### src/rtl/core/keccak_f200_permutation_defines.svh
// Assertion macros shared by the Keccak-f[200] permutation RTL
`ifndef KECCAK_F200_PERMUTATION_DEFINES_SVH
`define KECCAK_F200_PERMUTATION_DEFINES_SVH

// Same-cycle implication, sampled on clk_i, off while rst_ni is low
`define KF200_ASSERT_IMPL(lbl, ante, cons) \
  lbl: assert property (@(posedge clk_i) disable iff (!rst_ni) (ante) |-> (cons)) \
    else $error("kf200_perm: same-cycle check failed");

// Next-cycle implication, sampled on clk_i, off while rst_ni is low
`define KF200_ASSERT_NEXT(lbl, ante, cons) \
  lbl: assert property (@(posedge clk_i) disable iff (!rst_ni) (ante) |=> (cons)) \
    else $error("kf200_perm: next-cycle check failed");

`endif

### src/rtl/core/kf200_pkg.sv
// Types, constants and lane helpers for the Keccak-f[200] permutation
`timescale 1ns / 1ps
package kf200_pkg;

  localparam int LANES       = 25;
  localparam int LANE_W      = 8;
  localparam int STATE_W     = LANES * LANE_W;
  localparam int FULL_ROUNDS = 18;
  localparam int ROUNDS_DEF  = 18;
  localparam int RC_IDX_W    = 5;

  // Lane x+5y sits at bits 8*(x+5y); matches the packed stream word
  typedef logic [LANES-1:0][LANE_W-1:0] state_t;

  function automatic logic [LANE_W-1:0] round_const(input logic [RC_IDX_W-1:0] idx);
    logic [LANE_W-1:0] rc;
    case (idx)
      5'd0:    rc = 8'h01;
      5'd1:    rc = 8'h82;
      5'd2:    rc = 8'h8A;
      5'd3:    rc = 8'h00;
      5'd4:    rc = 8'h8B;
      5'd5:    rc = 8'h01;
      5'd6:    rc = 8'h81;
      5'd7:    rc = 8'h09;
      5'd8:    rc = 8'h8A;
      5'd9:    rc = 8'h88;
      5'd10:   rc = 8'h09;
      5'd11:   rc = 8'h0A;
      5'd12:   rc = 8'h8B;
      5'd13:   rc = 8'h8B;
      5'd14:   rc = 8'h89;
      5'd15:   rc = 8'h03;
      5'd16:   rc = 8'h02;
      5'd17:   rc = 8'h80;
      default: rc = 8'h00;
    endcase
    return rc;
  endfunction

  // Rho offsets reduced mod 8, indexed by x+5y
  function automatic logic [2:0] rho_off(input logic [4:0] lane);
    logic [2:0] off;
    case (lane)
      5'd0:    off = 3'd0;
      5'd1:    off = 3'd1;
      5'd2:    off = 3'd6;
      5'd3:    off = 3'd4;
      5'd4:    off = 3'd3;
      5'd5:    off = 3'd4;
      5'd6:    off = 3'd4;
      5'd7:    off = 3'd6;
      5'd8:    off = 3'd7;
      5'd9:    off = 3'd4;
      5'd10:   off = 3'd3;
      5'd11:   off = 3'd2;
      5'd12:   off = 3'd3;
      5'd13:   off = 3'd1;
      5'd14:   off = 3'd7;
      5'd15:   off = 3'd1;
      5'd16:   off = 3'd5;
      5'd17:   off = 3'd7;
      5'd18:   off = 3'd5;
      5'd19:   off = 3'd0;
      5'd20:   off = 3'd2;
      5'd21:   off = 3'd2;
      5'd22:   off = 3'd5;
      5'd23:   off = 3'd0;
      5'd24:   off = 3'd6;
      default: off = 3'd0;
    endcase
    return off;
  endfunction

  function automatic logic [LANE_W-1:0] rotl8(input logic [LANE_W-1:0] v,
                                              input logic [2:0] n);
    logic [2*LANE_W-1:0] t;
    t = {v, v} << n;
    return t[2*LANE_W-1:LANE_W];
  endfunction

endpackage

### src/rtl/core/kf200_round.sv
// One Keccak-f[200] round: theta, rho, pi, chi and iota
`timescale 1ns / 1ps
module kf200_round
  import kf200_pkg::*;
(
  input  state_t            state_i,
  input  logic [LANE_W-1:0] rc_i,
  output state_t            state_o
);

  logic [4:0][LANE_W-1:0] col_par;
  logic [4:0][LANE_W-1:0] theta_d;
  state_t                 theta_st;
  state_t                 pi_st;
  state_t                 chi_st;

  always_comb begin
    for (int x = 0; x < 5; x++) begin
      col_par[x] = state_i[x] ^ state_i[x+5] ^ state_i[x+10] ^ state_i[x+15] ^ state_i[x+20];
    end
    for (int x = 0; x < 5; x++) begin
      theta_d[x] = col_par[(x+4)%5] ^ rotl8(col_par[(x+1)%5], 3'd1);
    end
    for (int y = 0; y < 5; y++) begin
      for (int x = 0; x < 5; x++) begin
        theta_st[x+5*y] = state_i[x+5*y] ^ theta_d[x];
      end
    end
    // lane (x,y) moves to (y, 2x+3y) after its rotation
    for (int y = 0; y < 5; y++) begin
      for (int x = 0; x < 5; x++) begin
        pi_st[y+5*((2*x+3*y)%5)] = rotl8(theta_st[x+5*y], rho_off(5'(x+5*y)));
      end
    end
    for (int y = 0; y < 5; y++) begin
      for (int x = 0; x < 5; x++) begin
        chi_st[x+5*y] = pi_st[x+5*y] ^ (~pi_st[(x+1)%5+5*y] & pi_st[(x+2)%5+5*y]);
      end
    end
    state_o    = chi_st;
    state_o[0] = chi_st[0] ^ rc_i;
  end

endmodule

### src/rtl/core/kf200_stage.sv
// Pipeline stage: one round followed by a stallable state register
`timescale 1ns / 1ps
module kf200_stage
  import kf200_pkg::*;
#(
  parameter int RC_IDX = 0
) (
  input  logic   clk_i,
  input  logic   rst_ni,
  input  logic   valid_i,
  input  state_t state_i,
  output logic   ready_o,
  output logic   valid_o,
  output state_t state_o,
  input  logic   ready_i
);

  localparam logic [LANE_W-1:0] Rc = round_const(RC_IDX_W'(RC_IDX));

  state_t round_d;
  state_t state_q;
  logic   valid_q;

  kf200_round u_round (
    .state_i (state_i),
    .rc_i    (Rc),
    .state_o (round_d)
  );

  // advance when empty or when the next stage takes the held request
  assign ready_o = !valid_q || ready_i;

  always_ff @(posedge clk_i or negedge rst_ni) begin
    if (!rst_ni) begin
      valid_q <= 1'b0;
    end else if (ready_o) begin
      valid_q <= valid_i;
    end
  end

  always_ff @(posedge clk_i) begin
    if (ready_o && valid_i) begin
      state_q <= round_d;
    end
  end

  assign valid_o = valid_q;
  assign state_o = state_q;

endmodule

### config.mk
export PLATFORM = sky130hd
export DESIGN_NAME = kf200_stage
export DESIGN_NICKNAME = d
export VERILOG_FILES = /design/src/rtl/core/keccak_f200_permutation_defines.svh /design/src/rtl/core/kf200_pkg.sv /design/src/rtl/core/kf200_round.sv /design/src/rtl/core/kf200_stage.sv
export SDC_FILE = /design/constraint.sdc
export NUM_CORES = 1
export LEC_CHECK = 0
export ABC_AREA = 0
export BUFFER_PORTS_ARGS = -buffer_cell sky130_fd_sc_hd__buf_4
export CORE_MARGIN = 2
export CORE_UTILIZATION = 24
export CTS_BUF_LIST = sky130_fd_sc_hd__clkbuf_8
export CTS_CLUSTER_DIAMETER = 50
export DETAILED_ROUTE_END_ITERATION = 16
export PLACE_DENSITY_LB_ADDON = 0.2
export SYNTH_ARGS = -nofsm -noshare
export SYNTH_HDL_FRONTEND = slang
export SYNTH_SLANG_ARGS = --single-unit
export TNS_END_PERCENT = 5
### constraint.sdc
create_clock -name clk_i -period 6.4 [get_ports clk_i]
set_input_delay 0.64 -clock clk_i [delete_from_list [all_inputs] [get_ports clk_i]]
set_output_delay 0.64 -clock clk_i [all_outputs]
set_load 0.02 [all_outputs]
Yosys cells after proc, flatten, opt, wreduce, memory -nomap -nowiden
Cells that the tools add are included.
{"block": "totals", "reg_bits": 201, "latch_bits": 0, "ram_bits": 0, "rom_bits": 0, "inputBits": 204, "output_inout_bits": 202, "elab_cells": 155, "mem_count": 0}
{"block": "classes", "add_sub_neg": 0, "n_mul": 0, "div": 0, "magnitude_cmp": 0, "n_eq_ne": 0, "n_shift": 0, "n_mux": 0, "bitwise_logic": 126, "n_reduce_logical": 3}
{"op": "8-bit bitwise XOR", "n": 75}
{"op": "8-bit AND", "n": 25}
{"op": "8-bit inverter", "n": 25}
{"op": "1-bit logical AND", "n": 1}
{"op": "1-bit logical NOT", "n": 1}
{"op": "1-bit logical OR", "n": 1}
{"op": "1-bit inverter", "n": 1}

Longest topological paths before layout
{"block": "depth", "ltp_word": 10, "ltp_mapped": 5, "ltp_nobuf": 5}

Cells and area by module
A second synthesis with hierarchy kept.
{"block": "unflattened", "cells_unflattened": 934, "area_unflattened_um2": 15596.2}
{"module": "kf200_round", "instances": 1, "cells_each": 728, "area_per_inst_um2": 9529.1, "seq_area_each_um2": 0.0}
{"module": "kf200_stage", "instances": 1, "cells_each": 206, "area_per_inst_um2": 6067.1, "seq_area_each_um2": 6030.8}

Least setup slack after synthesis
OpenSTA, ideal clock, no wires.
{"block": "synth_timing", "path_type": "input -> register", "start": "in ready_i", "end": "reg state_q, in the netlist state_o[0] (enable)", "setup_ns": 0.584, "t_arrival_ns": 5.496, "required_time_ns": 5.816, "slack_ns": 0.319, "stages": 2, "path_buffers": 0, "path_cell_list": "nand2b_1 and2_1"}
{"block": "synth_between", "elab_chain_cells": 2}
{"item": "from (decl)", "line_no": "kf200_stage.sv:15", "text": "input logic ready_i"}
{"item": "1-bit logical OR", "line_no": "kf200_stage.sv:31", "text": "assign ready_o = !valid_q || ready_i;"}
{"item": "1-bit logical AND", "line_no": "kf200_stage.sv:42", "text": "if (ready_o && valid_i) begin"}
{"item": "to (signal assigned)", "line_no": "kf200_stage.sv:43", "text": "state_q <= round_d;"}
{"item": "to (decl)", "line_no": "kf200_stage.sv:21", "text": "state_t state_q;"}
No other way between the ends.
A chain may end at the register's enable or synchronous reset.

==> flow_summary.json <==
{
  "core_um2": 64200,
  "syn_nets": 1128,
  "drt-total-wl_um": 54800,
  "finalWorstSetupSlack_ns": 3.99,
  "drtAntennaViolNets": 0,
  "nets": 1586,
  "synth_seq_area_share_pct": 38.9,
  "rsz0062_at_grt": "false",
  "via_count": 8981,
  "fp-row-count": 93,
  "worstSetupStartpointType": "primary input",
  "critPathRequiredTime_ns": 6.78,
  "htreeDepth": 2,
  "syn_area_um2": 15500,
  "ys.warnings.count": 0,
  "clk_pin_slew_ns": 0.07,
  "irDropWorstVdd_v": 0.000212,
  "maxSlewViolCount": 0,
  "pwr_density_cell_nw_per_um2": 508,
  "ys_seq_elements": 201,
  "cts.sinks": 201,
  "worstMarginPinSlew_ns": 1.00,
  "ys_types": 17,
  "place_area_um2": 19700,
  "fin_crit_ns": 2.41,
  "finalCritPeriodShare_pct": 37.7,
  "whs_path_depth": 2,
  "hp-class": "in -> reg",
  "dpl_worst_slack_ns": 3.22,
  "cts_resized": 0,
  "skew_ns": 0.0254,
  "dp_hpwl_um": 44700,
  "final_cells": 2273,
  "p_leak_nw": 9.59,
  "die_h_um": 258,
  "boundaryPins": 406,
  "place_inst": 2187,
  "synth_cells": 924,
  "crit_fanout": 10,
  "drt_iter0_drc": 467,
  "place_congestion": 0.801,
  "grt_max_degree": 97,
  "clk_path_buf_depth": 3,
  "crit_arrival_ns": 2.79,
  "clock_latency_ns": 0.63,
  "die-area_um2": 66700,
  "ff2ff_setup_slack_ns": 4.03,
  "die_x_um": 258,
  "max_slew_margin_pct": 33.1,
  "syn2layout_area_growth_pct": 32.8,
  "final_layout_size_suffix_gt1_share_pct": 38.3,
  "timing.fmax_mhz": 415,
  "grt_pass1_wl_um": 74800,
  "hold_viol": 0,
  "num_antenna_cells": 0,
  "nFillCells": 6456,
  "postCtsSetupBuffers": 0,
  "route.detailed.drc": 0,
  "cts_hold_buf": 1,
  "status": "complete, no violations",
  "viasPerCell": 3.95,
  "grt_usage_pct": 16.2,
  "fin_tns_setup_ns": 0,
  "start_util_pct": 24.2,
  "portBuffers": 405,
  "final_core_util_pct": 32.1,
  "setup_viol": 0,
  "cp-end-kind": "flop",
  "overflow": 0,
  "cap_violations": 0,
  "final_cell_area_um2": 20600,
  "rr_worst_depth": 3,
  "clockRootBuffer": "clkbuf_8",
  "avgSynthCellArea_um2": 16.8,
  "firstDrtPassIters": 6,
  "critPathKind": "in -> reg",
  "first_global_vias": 9763,
  "numCtsBuffers": 47,
  "wl_per_cell_um": 24.1,
  "antenna_found_initial": 2,
  "tritoncts": "yes"
}
through the flow:
stage / power [W] / hold WS (ns)
4_1_cts: 0.0107 / 0.156
3_3_place_gp: 0.00905 / 0.415
6_report: 0.0105 / 0.233
3_5_place_dp: 0.00905 / 0.416
2_1_floorplan: 0.00689 / 0.344
5_1_grt: 0.0111 / 0.192
flip-flops by register name (all words and copies together), names as in the netlist:
name     count
state_o    200
valid_o      1
cell usage after synthesis:
cell	instances	area, um2
xnor2_4	30	826
xnor2_1	171	1500
edfxtp_1	200	6010
xor2_1	69	604
dfrtp_1	1	25.0
nand2b_4	3	41.3
and2_1	1	6.26
nand2b_1	25	156
xnor3_2	16	380
xnor2_2	10	163
nor2_2	3	18.8
nand2_1	80	300
xor3_1	26	618
nor2b_1	9	56.3
nor2b_4	5	68.8
nor2_1	77	289
xnor3_1	198	4460
metal layers:
layer | wire length, um | vias up | part of all wire (%) | GRT usage, %
li1 | - | 4180 | - | -
met1 | 22900 | 4433 | 42 | 20.1
met2 | 27300 | 304 | 50 | 28.2
met3 | 3670 | 62 | 6.7 | 4.44
met4 | 947 | 2 | 1.7 | 3.45
met5 | 11 | - | 0.020 | 0
worst max-delay path: stages:
cell and delay, ns:
buf_4 0.13, xnor3_1 0.47, xnor2_4 0.66, xnor3_1 0.61, nor2_1 0.18, xnor2_1 0.07
layout make-up:
class | instances | area [um2] | share of cell area (%)
clock buffers | 48 | 661 | 3.21
clock inverters | 37 | 275 | 1.34
multi-input cells | 723 | 9490 | 46.0
flip-flops and latches | 201 | 6030 | 29.3
well taps | 855 | 1070 | 5.19
repair buffers | 409 | 3090 | 15.0
worst paths after layout:
check                               startpoint                endpoint
setup / recovery                   state_i[53]   state_o[58]$_DFFE_PP_
hold / removal                         valid_i     valid_o$_DFFE_PN0N_
setup reg to reg           valid_o$_DFFE_PN0N_  state_o[157]$_DFFE_PP_
hold reg to reg            valid_o$_DFFE_PN0N_     valid_o$_DFFE_PN0N_
max in group asynchronous               rst_ni     valid_o$_DFFE_PN0N_
min in group asynchronous               rst_ni     valid_o$_DFFE_PN0N_
layout by cell type, fill, tap and decap left out, types with 3 or more instances in the layout:
cell | synthesis | final
buf_4 | 0 | 407
edfxtp_1 | 200 | 200
xnor3_1 | 198 | 198
xnor2_1 | 171 | 171
nand2_1 | 80 | 80
nor2_1 | 77 | 77
xor2_1 | 69 | 69
clkbuf_8 | 0 | 48
xnor2_4 | 30 | 30
xor3_1 | 26 | 26
nand2b_1 | 25 | 25
xnor3_2 | 16 | 16
xnor2_2 | 10 | 10
inv_1 | 0 | 10
clkinv_2 | 0 | 10
nor2b_1 | 9 | 9
clkinv_1 | 0 | 8
nor2b_4 | 5 | 5
clkinvlp_4 | 0 | 5
bufinv_16 | 0 | 4
nor2_2 | 3 | 3
nand2b_4 | 3 | 3
logic make-up (layout without fill, tap and decap cells):
logic type                after synthesis  in the layout  synth area share, %
buffers and inverters                   0            494                    0
DFF                                   201            201                 38.9
and+or+nand+nor                       203            203                 6.04
xor gates and xnor gates              520            520                 55.1
where the power goes:
part / total [W] / internal, W / switching [W]
logic: 0.00621 / 0.00292 / 0.00328
clock network: 0.00155 / 0.000860 / 0.000686
registers: 0.00272 / 0.00248 / 0.000244
No activity file was read; power rests on OpenSTA's default activity.
